===== src/design/sal_pkg.sv =====
// ----------------------------------------------------------------------------
// sal_pkg
// Shared types and constants for the source address lockout table.
// ----------------------------------------------------------------------------
`default_nettype none

package sal_pkg;

    localparam int TABLE_ENTRIES = 8;
    localparam int IDX_W         = (TABLE_ENTRIES > 1) ? $clog2(TABLE_ENTRIES) : 1;

    localparam int ADDR_W     = 32;
    localparam int TIME_W     = 32;
    localparam int COUNT_W    = 8;
    localparam int LOCK_SEC_W = 17;
    localparam int FUNC_W     = 2;

    localparam int CFG_IDX_W  = 1;
    localparam int CFG_DATA_W = 17;

    localparam logic [CFG_IDX_W-1:0] CFG_IDX_THRESHOLD = 1'd0;
    localparam logic [CFG_IDX_W-1:0] CFG_IDX_LOCKOUT   = 1'd1;

    localparam logic [COUNT_W-1:0]    THRESHOLD_RESET = 8'd3;
    localparam logic [LOCK_SEC_W-1:0] LOCKOUT_RESET   = 17'd300;
    localparam logic [COUNT_W-1:0]    COUNT_MAX       = 8'd255;

    typedef enum logic [FUNC_W-1:0] {
        FUNC_CHECK  = 2'd0,
        FUNC_RECORD = 2'd1,
        FUNC_CLEAR  = 2'd2
    } t_func;

    typedef enum logic [1:0] {
        S_IDLE,
        S_SCAN,
        S_UPDATE
    } t_state;

    // controller -> datapath
    typedef struct packed {
        logic start;   // latch request, restart scan
        logic step;    // examine one entry
        logic commit;  // apply update, load result
    } t_dp_cmd;

    // datapath -> controller
    typedef struct packed {
        logic hit;       // current entry matches request address
        logic last;      // current entry is the last one
        logic out_free;  // result register can take a beat this cycle
    } t_dp_status;

endpackage

`default_nettype wire


===== src/design/sal_datapath.sv =====
// ----------------------------------------------------------------------------
// sal_datapath
// Entry table, scan index, update logic, config registers and result register.
// ----------------------------------------------------------------------------
`default_nettype none

module sal_datapath import sal_pkg::*; (
    input  wire logic                  i_clk,
    input  wire logic                  i_rst_n,
    input  wire t_dp_cmd               i_cmd,
    output t_dp_status                 o_status,
    input  wire logic [FUNC_W-1:0]     i_func,
    input  wire logic [ADDR_W-1:0]     i_source_address,
    input  wire logic [TIME_W-1:0]     i_time_now,
    input  wire logic                  i_cfg_wr_en,
    input  wire logic [CFG_IDX_W-1:0]  i_cfg_index,
    input  wire logic [CFG_DATA_W-1:0] i_cfg_data,
    output logic                       o_valid,
    input  wire logic                  i_ready,
    output logic                       o_allowed,
    output logic                       o_entry_found,
    output logic                       o_now_locked
);

    // request
    logic [FUNC_W-1:0]     r_req_func;
    logic [ADDR_W-1:0]     r_req_addr;
    logic [TIME_W-1:0]     r_req_time;
    logic [TIME_W-1:0]     r_lock_end_new;

    // config
    logic [COUNT_W-1:0]    r_threshold;
    logic [LOCK_SEC_W-1:0] r_lockout_sec;

    // scan
    logic [IDX_W-1:0]      r_idx;
    logic                  r_found;
    logic [IDX_W-1:0]      r_match_idx;
    logic                  r_empty_found;
    logic [IDX_W-1:0]      r_empty_idx;

    // table
    logic [ADDR_W-1:0]        r_tab_addr  [TABLE_ENTRIES];
    logic [COUNT_W-1:0]       r_tab_count [TABLE_ENTRIES];
    logic [TIME_W-1:0]        r_tab_end   [TABLE_ENTRIES];
    logic [TABLE_ENTRIES-1:0] r_tab_valid;

    // result
    logic r_out_valid;
    logic r_out_allowed;
    logic r_out_found;
    logic r_out_locked;

    logic [ADDR_W-1:0]  scan_addr;
    logic               scan_empty;
    logic [COUNT_W-1:0] m_count;
    logic [TIME_W-1:0]  m_end;
    logic [COUNT_W-1:0] inc_count;
    logic [TIME_W:0]    lock_sum;

    logic               wr_en;
    logic               wr_valid;
    logic [IDX_W-1:0]   wr_idx;
    logic [COUNT_W-1:0] wr_count;
    logic [TIME_W-1:0]  wr_end;
    logic               res_allowed;
    logic               res_found;
    logic               res_locked;

    // an entry without its valid bit reads as empty
    assign scan_addr  = r_tab_valid[r_idx] ? r_tab_addr[r_idx] : '0;
    assign scan_empty = (scan_addr == '0);

    assign o_status.hit      = (scan_addr == r_req_addr);
    assign o_status.last     = (r_idx == IDX_W'(TABLE_ENTRIES - 1));
    assign o_status.out_free = !r_out_valid || i_ready;

    assign m_count   = r_tab_valid[r_match_idx] ? r_tab_count[r_match_idx] : '0;
    assign m_end     = r_tab_valid[r_match_idx] ? r_tab_end[r_match_idx] : '0;
    assign inc_count = (m_count == COUNT_MAX) ? m_count : m_count + COUNT_W'(1);
    assign lock_sum  = {1'b0, r_req_time} + (TIME_W + 1)'(r_lockout_sec);

    always_comb begin
        res_allowed = 1'b1;
        res_found   = 1'b0;
        res_locked  = 1'b0;
        wr_en       = 1'b0;
        wr_valid    = 1'b1;
        wr_idx      = r_match_idx;
        wr_count    = inc_count;
        wr_end      = m_end;
        case (r_req_func)
            FUNC_CHECK: begin
                if (r_found) begin
                    res_found = 1'b1;
                    if (m_end != '0) begin
                        if (r_req_time < m_end) begin
                            res_allowed = 1'b0;
                        end else begin
                            // lockout over: drop the entry
                            wr_en    = 1'b1;
                            wr_valid = 1'b0;
                        end
                    end
                end
            end
            FUNC_RECORD: begin
                wr_en = 1'b1;
                if (r_found) begin
                    res_found = 1'b1;
                    if (inc_count >= r_threshold) begin
                        wr_end     = r_lock_end_new;
                        res_locked = 1'b1;
                    end
                end else begin
                    // new entry: first empty slot, else slot zero
                    wr_idx   = r_empty_found ? r_empty_idx : '0;
                    wr_count = COUNT_W'(1);
                    wr_end   = '0;
                end
            end
            FUNC_CLEAR: begin
                if (r_found) begin
                    res_found = 1'b1;
                    wr_en     = 1'b1;
                    wr_valid  = 1'b0;
                end
            end
            default: begin
            end
        endcase
    end

    // request and scan payload
    always_ff @(posedge i_clk) begin
        r_lock_end_new <= lock_sum[TIME_W] ? '1 : lock_sum[TIME_W-1:0];
        if (i_cmd.start) begin
            r_req_func <= i_func;
            r_req_addr <= i_source_address;
            r_req_time <= i_time_now;
        end
        if (i_cmd.step) begin
            if (o_status.hit) begin
                r_match_idx <= r_idx;
            end else if (scan_empty && !r_empty_found) begin
                r_empty_idx <= r_idx;
            end
        end
        if (i_cmd.commit && wr_en) begin
            r_tab_addr[wr_idx]  <= r_req_addr;
            r_tab_count[wr_idx] <= wr_count;
            r_tab_end[wr_idx]   <= wr_end;
        end
        if (i_cmd.commit) begin
            r_out_allowed <= res_allowed;
            r_out_found   <= res_found;
            r_out_locked  <= res_locked;
        end
    end

    // control state
    always_ff @(posedge i_clk) begin
        if (!i_rst_n) begin
            r_idx         <= '0;
            r_found       <= 1'b0;
            r_empty_found <= 1'b0;
            r_tab_valid   <= '0;
            r_out_valid   <= 1'b0;
            r_threshold   <= THRESHOLD_RESET;
            r_lockout_sec <= LOCKOUT_RESET;
        end else begin
            if (i_cmd.start) begin
                r_idx         <= '0;
                r_found       <= 1'b0;
                r_empty_found <= 1'b0;
            end else if (i_cmd.step) begin
                if (o_status.hit) begin
                    r_found <= 1'b1;
                end else begin
                    if (scan_empty) begin
                        r_empty_found <= 1'b1;
                    end
                    if (!o_status.last) begin
                        r_idx <= r_idx + IDX_W'(1);
                    end
                end
            end
            if (i_cmd.commit && wr_en) begin
                r_tab_valid[wr_idx] <= wr_valid;
            end
            if (i_cmd.commit) begin
                r_out_valid <= 1'b1;
            end else if (i_ready) begin
                r_out_valid <= 1'b0;
            end
            if (i_cfg_wr_en) begin
                case (i_cfg_index)
                    CFG_IDX_THRESHOLD: r_threshold   <= i_cfg_data[COUNT_W-1:0];
                    CFG_IDX_LOCKOUT:   r_lockout_sec <= i_cfg_data[LOCK_SEC_W-1:0];
                    default: begin
                    end
                endcase
            end
        end
    end

    assign o_valid       = r_out_valid;
    assign o_allowed     = r_out_allowed;
    assign o_entry_found = r_out_found;
    assign o_now_locked  = r_out_locked;

`ifndef NO_ASSERTIONS
    a_idx_range: assert property (@(posedge i_clk) disable iff (!i_rst_n)
        r_idx <= IDX_W'(TABLE_ENTRIES - 1))
        else $error("scan index beyond table");

    a_commit_free: assert property (@(posedge i_clk) disable iff (!i_rst_n)
        i_cmd.commit |-> (!r_out_valid || i_ready))
        else $error("commit while result register is full");

    a_commit_valid: assert property (@(posedge i_clk) disable iff (!i_rst_n)
        i_cmd.commit |=> r_out_valid)
        else $error("result not presented after commit");
`endif

endmodule

`default_nettype wire


===== src/design/sal_ctrl.sv =====
// ----------------------------------------------------------------------------
// sal_ctrl
// Sequencer: accept a request, scan the table, commit the update.
// ----------------------------------------------------------------------------
`default_nettype none

module sal_ctrl import sal_pkg::*; (
    input  wire logic       i_clk,
    input  wire logic       i_rst_n,
    input  wire logic       i_valid,
    output logic            o_ready,
    input  wire t_dp_status i_status,
    output t_dp_cmd         o_cmd
);

    t_state r_state;
    t_state n_state;

    always_ff @(posedge i_clk) begin
        if (!i_rst_n) begin
            r_state <= S_IDLE;
        end else begin
            r_state <= n_state;
        end
    end

    always_comb begin
        n_state = r_state;
        unique case (r_state)
            S_IDLE: begin
                if (i_valid) begin
                    n_state = S_SCAN;
                end
            end
            S_SCAN: begin
                if (i_status.hit || i_status.last) begin
                    n_state = S_UPDATE;
                end
            end
            S_UPDATE: begin
                if (i_status.out_free) begin
                    n_state = S_IDLE;
                end
            end
            default: n_state = S_IDLE;
        endcase
    end

    always_comb begin
        o_ready      = 1'b0;
        o_cmd.start  = 1'b0;
        o_cmd.step   = 1'b0;
        o_cmd.commit = 1'b0;
        unique case (r_state)
            S_IDLE: begin
                o_ready     = 1'b1;
                o_cmd.start = i_valid;
            end
            S_SCAN: begin
                o_cmd.step = 1'b1;
            end
            S_UPDATE: begin
                o_cmd.commit = i_status.out_free;
            end
            default: begin
            end
        endcase
    end

`ifndef NO_ASSERTIONS
    a_accept_scan: assert property (@(posedge i_clk) disable iff (!i_rst_n)
        (r_state == S_IDLE) && i_valid |=> (r_state == S_SCAN))
        else $error("accepted beat did not start a scan");

    a_scan_end: assert property (@(posedge i_clk) disable iff (!i_rst_n)
        (r_state == S_SCAN) && (i_status.hit || i_status.last) |=> (r_state == S_UPDATE))
        else $error("scan did not end on hit or last entry");

    a_commit_idle: assert property (@(posedge i_clk) disable iff (!i_rst_n)
        o_cmd.commit |=> (r_state == S_IDLE))
        else $error("commit did not return to idle");
`endif

endmodule

`default_nettype wire


===== src/design/source_address_lockout_table.sv =====
// ----------------------------------------------------------------------------
// source_address_lockout_table
// Per-source failed login table: check, record failure, clear on success.
// An accepted beat is scanned in S_SCAN up to the matching entry, or to the
//   last entry when nothing matches; the scan visits one entry per cycle.
// S_UPDATE commits once the result register is free; only then is a new request taken.
// Reset: synchronous; all table entries empty at once, threshold 3, lockout 300 s.
// ----------------------------------------------------------------------------
`default_nettype none

module source_address_lockout_table import sal_pkg::*; (
    input  wire logic                  i_clk,
    input  wire logic                  i_rst_n,
    input  wire logic                  i_valid,
    output logic                       o_ready,
    input  wire logic [FUNC_W-1:0]     i_func,
    input  wire logic [ADDR_W-1:0]     i_source_address,
    input  wire logic [TIME_W-1:0]     i_time_now,
    output logic                       o_valid,
    input  wire logic                  i_ready,
    output logic                       o_allowed,
    output logic                       o_entry_found,
    output logic                       o_now_locked,
    input  wire logic                  i_cfg_wr_en,
    input  wire logic [CFG_IDX_W-1:0]  i_cfg_index,
    input  wire logic [CFG_DATA_W-1:0] i_cfg_data
);

    t_dp_cmd    dp_cmd;
    t_dp_status dp_status;

    sal_ctrl u_ctrl (
        .i_clk    (i_clk),
        .i_rst_n  (i_rst_n),
        .i_valid  (i_valid),
        .o_ready  (o_ready),
        .i_status (dp_status),
        .o_cmd    (dp_cmd)
    );

    sal_datapath u_datapath (
        .i_clk            (i_clk),
        .i_rst_n          (i_rst_n),
        .i_cmd            (dp_cmd),
        .o_status         (dp_status),
        .i_func           (i_func),
        .i_source_address (i_source_address),
        .i_time_now       (i_time_now),
        .i_cfg_wr_en      (i_cfg_wr_en),
        .i_cfg_index      (i_cfg_index),
        .i_cfg_data       (i_cfg_data),
        .o_valid          (o_valid),
        .i_ready          (i_ready),
        .o_allowed        (o_allowed),
        .o_entry_found    (o_entry_found),
        .o_now_locked     (o_now_locked)
    );

endmodule

`default_nettype wire

===== config.mk =====
export PLATFORM = sky130hd
export DESIGN_NAME = source_address_lockout_table
export DESIGN_NICKNAME = d
export VERILOG_FILES = /design/src/design/sal_pkg.sv /design/src/design/sal_datapath.sv /design/src/design/sal_ctrl.sv /design/src/design/source_address_lockout_table.sv
export SDC_FILE = /design/constraint.sdc
export NUM_CORES = 1
export LEC_CHECK = 0
export ABC_CLOCK_PERIOD_IN_PS = 8780
export BUFFER_PORTS_ARGS = -buffer_cell sky130_fd_sc_hd__buf_2
export CORE_MARGIN = 3
export CORE_UTILIZATION = 50
export CTS_CLUSTER_DIAMETER = 150
export DETAILED_ROUTE_END_ITERATION = 8
export GPL_TIMING_DRIVEN = 1
export PLACE_DENSITY_LB_ADDON = 0.08
export SYNTH_ARGS = -nofsm -noshare
export SYNTH_HDL_FRONTEND = slang
export SYNTH_SLANG_ARGS = --single-unit

===== constraint.sdc =====
create_clock -name i_clk -period 8.78 [get_ports i_clk]
set_input_delay 1.756 -clock i_clk [delete_from_list [all_inputs] [get_ports i_clk]]
set_output_delay 1.756 -clock i_clk [all_outputs]
set_load 0.02 [all_outputs]

After elaboration in Yosys (flattened, before gate mapping)

Memories as Yosys holds them, arrays and structs flattened. A register that Yosys moved wholly into a read port is not among the register bits.
Cells that the tools add are included.

Memories kept: 3
Word-level logic and storage cells: 112
Register bits after elaboration: 148
Bits in writable memories: 576

Memory list:

| memory                 | words | bits a word | rd ports | clocked after Yosys merged registers in | wr ports | RTL line           | RTL |
|---|---|---|---|---|---|---|---|
| u_datapath.r_tab_addr  | 8     | 32          | 1        | 1                                       | 1        | sal_datapath.sv:43 | `logic [ADDR_W-1:0] r_tab_addr [TABLE_ENTRIES];` |
| u_datapath.r_tab_end   | 8     | 32          | 1        | 1                                       | 1        | sal_datapath.sv:45 | `logic [TIME_W-1:0] r_tab_end [TABLE_ENTRIES];` |
| u_datapath.r_tab_count | 8     | 8           | 1        | 1                                       | 1        | sal_datapath.sv:44 | `logic [COUNT_W-1:0] r_tab_count [TABLE_ENTRIES];` |

Bitwise gates (word level): 4
Magnitude comparators: 6
Multiplexer cells: 46
Equal/unequal tests: 10
$add $sub $neg: 3
Reduce and logical (&&, ||, !) cells: 23

Operators by type and width:

| kind                  | count |
|---|---|
| $mux W32              | 5 |
| $add A32 B17 Y33      | 1 |
| $eq A32 B32 Y1        | 1 |
| $logic_not A32 Y1     | 1 |
| $lt A32 B32 Y1        | 1 |
| $mux W8               | 4 |
| $reduce_bool A32 Y1   | 1 |
| $mux W3               | 7 |
| $mux W1               | 20 |
| $reduce_and A3 Y1     | 5 |
| $lt A3 B4 Y1 const B  | 3 |
| $add A8 B1 Y8 const B | 1 |
| $bwmux W8             | 1 |
| $eq A8 B8 Y1 const B  | 1 |
| $ge A8 B8 Y1          | 1 |
| $reduce_and A2 Y1     | 4 |
| $bmux W1 S3           | 2 |
| $mux W2               | 3 |
| $pmux W2 S3           | 1 |
| $eq A2 B1 Y1 const B  | 2 |
| $eq A2 B2 Y1 const B  | 2 |
| $logic_not A2 Y1      | 2 |
| $ne A2 B1 Y1 const B  | 2 |
| $not A1 Y1            | 4 |
| other kinds (13)      | 17 |

Longest topological paths before layout

Gate-level depths: netlist (run 1).

Depth after elaboration: 11
Mapped depth: 24

Modules after synthesis

From an unflattened synthesis (run 1), not the netlist that was laid out.

Cell total of the unflattened synthesis: 1905
Area, all modules: 31206.2 um2

Modules (own cells, without submodules):

| module       | cells each | sequential area each (um2) | area each (um2) | times used |
|---|---|---|---|---|
| sal_datapath | 1892       | 21090.2                    | 31091.1         | 1 |
| sal_ctrl     | 13         | 40.0                       | 115.1           | 1 |

Worst setup path before layout (run 1)

No wires, ideal clock.

Path kind: flip-flop to flip-flop
From: reg with a tool-made name
To: mem u_datapath.r_tab_addr[4][0], enable pin
Slack: 1.280 ns
Stages on the path, launching flop included: 16
Arrival time: 6.988 ns
Buffers on the path: 5
Library setup time: 0.512 ns
Cell sequence: dfxtp_1 -> buf_2 -> buf_2 -> clkbuf_1 -> buf_2 -> buf_1 -> mux2i_1 -> or2_2 -> ha_1 -> nand4_1 -> nor4_1 -> o31ai_1 -> a41oi_1 -> o311ai_0 -> a21oi_1 -> nor2b_1

RTL lines:

| element   | RTL line |
|---|---|
| to (decl) | sal_datapath.sv:43 |

==> results.md, run 1 <==
- Wire length per cell: 26.2 um
- Final Hold Fails: 0
- Placed insts: 2617
- Setup WS post-layout: 2.80 ns
- I/O pin count: 94
- Reg2reg path depth: 15
- Initial antenna violation count: 1
- Power Density: 211 nW/um2
- Area Overhead vs Synth: 12.3%
- Number of synthesized flops with an enable pin: 651
- Initial Util: 0.508
- LEAKAGE: 12.1 nW
- Final setup violating endpoints: 0
- TritonCTS clock tree: done
- Crit-path max FO: 49
- Fin Setup TNS: 0 ns
- Critical path type: flip-flop to flip-flop
- First-pass GRT wire length: 107000 um
- Max clock buf depth: 3
- Top-count cell post-synth: edfxtp_1
- Largest net degree at the start of global routing: 68
- Outcome: finished clean
- Min Tclk post-route: 5.98 ns
- CTS Hold Bufs: 0
- N_diodes: 0
- Vias: 16.7k
- Cell Rows: 90
- Tightest Pin Transition: 1.04 ns
- Port bufs: 93
- Syn nets: 1934
- Endpoint class of the critical path: flip-flop
- Area of the die: 64600 um2
- Synthesized area per cell: 17.3 um2
- Synth top cells by count: edfxtp_1 (651), mux4_2 (132), nand2_1 (125), nor2_1 (93), dfxtp_1 (79)
- CP required: 9.02 ns
- Routed WL: 72300 um
- Later-pin clock latency in the skew report: 0.61 ns
- Layout net count: 2063
- Distinct cells, synth: 78
- Cells after Synth: 1785
- Maxcap violations: 0
- Share of cells above drive strength 1: 0.229
- Peak supply drop: 0.160 mV
- Clock Pin Slew Worst Setup and Hold Paths: 0.06 ns
- CTS Buf Count: 77
- Clock sinks: 730
- Yosys warns: 0
- Area leader, netlist: edfxtp_1
- Setup repair bufs after CTS: 0
- Pre-CTS setup slack: 2.61 ns
- Ys async rst share: 0
- Mapped cell area: 30800 um2
- Period utilization: 0.681
- Final GP Congestion: 0.860
- Worst Hold Class: flip-flop to flip-flop
- Dpl hpwl: 45800 um
- DRC viols: 0
- Fmax: 167 MHz
- Detailed-router iteration count before antenna repair: 5
- GRT overflow: 0
- Yosys top cell area share: 0.635
- CP Launch Type: flip-flop
- Final Non-Filler Cells: 2757
- Die Y: 254 um
- Worst setup path endpoint: u_datapath.r_tab_addr[5][31]
- Final antenna-violating net count: 0
- Sequential-to-total area share from yosys stat: 0.686
- Reg2reg end: u_datapath.r_tab_addr[5][31]
- Die width: 254 um
- Global-route usage over all layers: 0.227
- Clock Skews: 0.0171 ns
- CTS root buffer: clkbuf_16
- Vias in the first global route: 16.7k
- Unrepaired setup endpoints after global routing: no
- Core ar.: 60700 um2
- Synth area leaders: edfxtp_1 (63%), mux4_2 (9.7%), dfxtp_1 (5.1%)
- Most used flip-flop cell after synthesis: edfxtp_1
- Post-CTS sizing: 0
- Filler cell count: 4666
- Flop-to-flop setup slack: 2.80 ns
- CP arrival: 6.22 ns
- Vias/cell: 6.04
- Initial DRC count: 1364
- Slew Limit Fails: 0
- Slew HR: 0.308
- Synthesis-stage register bit count: 730
- H-tree depth: 3
-- sequential cells by signal (all words and copies together) (netlist names), 2 cells and up, named ones only --
| signal | cells |
|---|---|
| u_datapath.r_tab_addr | 256 |
| u_datapath.r_req_addr | 32 |
| u_datapath.r_tab_valid | 8 |
| u_datapath.r_lock_end_new | 32 |
| u_datapath.r_threshold | 8 |
| u_datapath.r_req_func | 2 |
| u_datapath.r_tab_end | 256 |
| u_datapath.r_idx | 3 |
| u_ctrl.r_state | 2 |
| u_datapath.r_match_idx | 3 |
| u_datapath.r_lockout_sec | 17 |
| u_datapath.r_req_time | 32 |
| u_datapath.r_tab_count | 64 |
| u_datapath.r_empty_idx | 3 |
-- final cells by class --
cell class,count,area [um2],share of cell area
Sequential cell,730,21200,0.612
Multi-Input combinational cell,955,9220,0.266
Clock buffer,101,2110,0.0610
Tap cell,782,978,0.0283
Timing Repair Buffer,126,726,0.0210
Clock inverter,39,312,0.00901
Inverter,24,90.1,0.00261
-- metrics by stage --
| stage | utilization | hold slack (ns) | area [um2] | power, mW |
|---|---|---|---|---|
| finish | 0.570 | 0.471 | 34600 | 7.28 |
| global placement | 0.530 | 0.456 | 32200 | 4.24 |
| detailed placement | 0.530 | 0.466 | 32200 | 4.24 |
| global route | 0.570 | 0.507 | 34600 | 7.51 |
| floorplan | - | 0.444 | 30800 | 4.12 |
| CTS | 0.570 | 0.474 | 34600 | 7.35 |
-- worst min path at each step --
| stage | startpoint | end | slack [ns] | cells after the start |
|---|---|---|---|---|
| after floorplan | u_datapath.r_threshold[2] | u_datapath.r_threshold[2] | 0.44 | 2 |
| after global routing | u_datapath.r_threshold[7] | u_datapath.r_threshold[7] | 0.51 | 2 |
| final | u_datapath.r_threshold[5] | u_datapath.r_threshold[5] | 0.47 | 2 |
| after detailed placement | u_datapath.r_threshold[4] | u_datapath.r_threshold[4] | 0.47 | 2 |
| after global placement | u_datapath.r_threshold[2] | u_datapath.r_threshold[2] | 0.46 | 2 |
| after CTS | u_datapath.r_threshold[4] | u_datapath.r_threshold[4] | 0.47 | 2 |
-- placed cells by master (no fill, tap or decap), drive strengths merged, types with 5 or more instances in the layout --
cell type / count
mux2: 11
a21oi: 41
nand2b: 15
o21ai: 30
a211oi: 18
nand3: 14
nor4b: 9
a21boi: 23
nor3b: 7
xnor2: 19
ha: 59
a21o: 25
mux2i: 77
nor3: 14
nor4: 18
mux4: 148
a221o: 31
edfxtp: 651
buf: 126
nor2: 93
and2: 15
nor2b: 20
inv: 26
o21a: 7
clkinv: 31
nand2: 126
dfxtp: 79
clkbuf: 101
a31oi: 5
or2: 30
nand3b: 5
nand4: 16
and3: 7
o22ai: 10
xor2: 17
-- kinds of logic after synthesis --
group,count (synthesis),share of synthesized area
mux,236,0.145
compound gates,217,0.0511
flops,730,0.686
xor+xnor,36,0.0102
fa+ha+maj,60,0.0246
buf+inv,100,0.0167
simple gates,406,0.0668
-- worst max-delay path: stages, from the launching register on --
cell and delay (ns):
dfxtp_4 0.96, buf_4 0.58, mux4_2 0.60, mux2i_1 0.17
or2_2 0.18, ha_1 0.15, a21o_1 0.10, a21o_1 0.10
a21oi_1 0.06, o21ai_0 0.21, nand2_1 0.12, a41oi_1 0.26
o311ai_0 0.28, a21oi_1 0.40, and2_4 0.66, buf_4 0.71
-- power breakdown --
group | total [mW] | internal (mW) | switching, mW
clock | 3.11 | 1.81 | 1.30
sequential | 3.91 | 3.83 | 0.0801
combinational | 0.262 | 0.111 | 0.152
-- metal layers --
metal / vias to the layer above / GRT usage / wire length, um
met2: 508 / 0.363 / 34200
met5: - / 0 / 11
met4: 2 / 0.0660 / 2070
met1: 8596 / 0.320 / 31700
met3: 125 / 0.0466 / 4320
li1: 7423 / - / -
Note: power is estimated with default switching activity, not from simulation.
==> run 2, diff against run 1 <==
Settings changed: ABC_CLOCK_PERIOD_IN_PS 8780 to 6000.
Clock period 8.78 ns to 6 ns, I/O delays scaled along.
==> results.md, run 2 (synthesized netlist as in run 1, its figures left out) <==
- Outcome: finished clean
- Share of cells above drive strength 1: 0.236 (+0.00631)
- CP max-delay cell: o311ai_0
- Max clock buf depth: 3 (unchanged)
- Clock sinks: 730 (unchanged)
- Initial antenna violation count: 6 (+5)
- N_diodes: 0 (unchanged)
- Setup WS post-layout: 0.426 ns (-2.37 ns)
- Critical path type: flip-flop to flip-flop
- Global-route usage over all layers: 0.223 (-0.00412)
- M1 WL: 29900 um (-5.5%)
- I/O pin count: 94 (unchanged)
- Switch share: 0.208 (-0.00203)
- Post-DP Area: 32500 um2 (+0.97%)
- Core ar.: 60700 um2 (unchanged)
- Slowest stage delay, CP: 0.90 ns (-0.06 ns)
- Reg power frac: 0.532 (-0.004)
- Area of the die: 64600 um2 (unchanged)
- Clock share of power: 0.432 (+0.004)
- Layout net count: 2077 (+0.68%)
- CP Launch Type: flip-flop
- Unrepaired setup endpoints after global routing: no
- Met3 WL post-DR: 4450 um (+3.0%)
- Int Power: 8.50 mW (+48%)
- Tightest Pin Transition: 1.06 ns (+0.0265 ns)
- Cell Rows: 90 (unchanged)
- Initial Util: 0.508 (unchanged)
- TritonCTS clock tree: done
- CTS root buffer: clkbuf_16
- Fin Setup TNS: 0 ns (unchanged)
- Final setup violating endpoints: 0 (unchanged)
- Most used cell, CP: buf_4
- CP arrival: 5.93 ns (-0.29 ns)
- GRT overflow: 0 (unchanged)
- Detailed-router iteration count before antenna repair: 5 (unchanged)
- H-tree depth: 3 (unchanged)
- First-pass GRT wire length: 105000 um (-1.8%)
- Power Density: 307 nW/um2 (+46%)
- Combinational power share: 0.036 (about the same)
- Placed insts: 2628 (+0.42%)
- Vias: 16.6k (-0.32%)
- Vias/cell: 5.99 (-0.86%)
- Final Power: 10.7 mW (+47%)
- Filler cell count: 4610 (-1.2%)
- CTS Hold Bufs: 0 (unchanged)
- Final antenna-violating net count: 0 (unchanged)
- Wire length per cell: 25.6 um (-2.5%)
- Clock Skews: 0.0220 ns (+0.00494 ns)
- Worst Hold Class: flip-flop to flip-flop
- Die Y: 254 um (unchanged)
- Hold_sp: u_datapath.r_threshold[2]
- Maxcap violations: 0 (unchanged)
- Clock Pin Slew Worst Setup and Hold Paths: 0.06 ns (about the same)
- Crit-path max FO: 34 (-31%)
- Slew HR: 0.282 (-0.0252)
- Routed length on met2: 34300 um (+0.39%)
- Later-pin clock latency in the skew report: 0.61 ns (about the same)
- Routed WL: 70800 um (-2.0%)
- Final Non-Filler Cells: 2772 (+0.54%)
- Top Layer Used: met5
- Net switching power figure: 2.24 mW (+46%)
- LEAKAGE: 12.2 nW (+1.1%)
- Commonest non-fill, non-tap cell in the layout: edfxtp_1
- Die width: 254 um (unchanged)
- Slew Limit Fails: 0 (unchanged)
- Final GP Congestion: 0.841 (-2.3%)
- Biggest regs: u_datapath.r_tab_addr: 256 flops, u_datapath.r_tab_end: 256 flops, u_datapath.r_tab_count: 64 flops
- Initial DRC count: 1359 (-0.37%)
- Largest net degree at the start of global routing: 74 (+8.8%)
- CP required: 6.36 ns (-2.66 ns)
- Period utilization: 0.929 (+0.248)
- Fmax: 179 MHz (+7.3%)
- Vias in the first global route: 16.8k (+1.2%)
- Port bufs: 93 (unchanged)
- Final Hold Fails: 0 (unchanged)
- DRC viols: 0 (unchanged)
- Most frequent cells in the layout: edfxtp_1 (651), mux4_2 (132), nand2_1 (125)
- Cell area after layout: 35000 um2 (+1.2%)
- Endpoint class of the critical path: flip-flop
- Dpl hpwl: 45200 um (-1.2%)
- Pre-CTS setup slack: 0.0840 ns (-2.53 ns)
- Area Overhead vs Synth: 13.6%
- CTS Buf Count: 77 (unchanged)
- Peak supply drop: 0.204 mV (+28%)
- Critical Path, Cell by Cell: buf_4 -> mux4_2 -> mux2i_1 -> or2_2 -> ha_1 -> a2111oi_0 -> a211oi_1 -> o31ai_1 -> a41oi_1 -> o311ai_0 -> buf_4 -> a21oi_2 -> and2_4 -> buf_4
- Min Tclk post-route: 5.57 ns (-0.406 ns)
## run 2: repair_timing
action                                  4_1_cts  5_1_grt
gates resized for setup                       0        1
setup buffers                                 0        2
endpoints found under the setup margin        0       50
## run 2: worst max-delay path, delay by kind of cell, from the launching register on
family	cells	cell delay [ns]
flip-flops	1	0.51
buffers and inverters	3	0.97
multiplexers	2	0.73
AO/OA/AOI/OAI	6	2.16
adder cells (fa/ha/maj)	1	0.27
AND/OR/NAND/NOR	2	0.61
## run 2: path summary, 6_finish.rpt
| check | to | slack (ns) | cells after the start |
|---|---|---|---|
| worst max-delay path | u_datapath.r_tab_end[2][19] | 0.43 | 14 |
| worst min-delay path | u_datapath.r_threshold[2] | 0.47 | 2 |
| worst max register to register | u_datapath.r_tab_end[2][19] | 0.43 | 14 |
| worst min register to register | u_datapath.r_threshold[2] | 0.47 | 2 |
## run 2: layout make-up
| type | instances | area [um2] | area share |
|---|---|---|---|
| clock buffer | 106 | 2120 | 0.0606 |
| inverter | 24 | 90.1 | 0.00257 |
| multi-input combinational | 956 | 9230 | 0.264 |
| clock inverter | 35 | 354 | 0.0101 |
| sequential | 730 | 21200 | 0.604 |
| tap | 782 | 978 | 0.0280 |
| timing repair buffer | 139 | 1080 | 0.0307 |
## run 2: power by group through the flow
stage | registers (mW) | clock network, mW | logic [mW]
after global routing | 5.72 | 4.94 | 0.430
after CTS | 5.71 | 4.75 | 0.388
after detailed placement | 5.82 | 0 | 0.387
after global placement | 5.82 | 0 | 0.379
final | 5.71 | 4.64 | 0.385
after floorplan | 5.76 | 0 | 0.268
## run 2: per-stage QoR
stage          hold WS (ns)   util
6_report              0.473  0.577
4_1_cts               0.475  0.576
5_1_grt               0.497  0.577
3_3_place_gp          0.461  0.535
3_5_place_dp          0.467  0.535
2_1_floorplan         0.444      -
## run 2: layer usage
metal,track usage,vias to the layer above
met5,0,-
li1,-,7455
met4,0.0745,10
met1,0.297,8508
met2,0.368,498
met3,0.0486,129
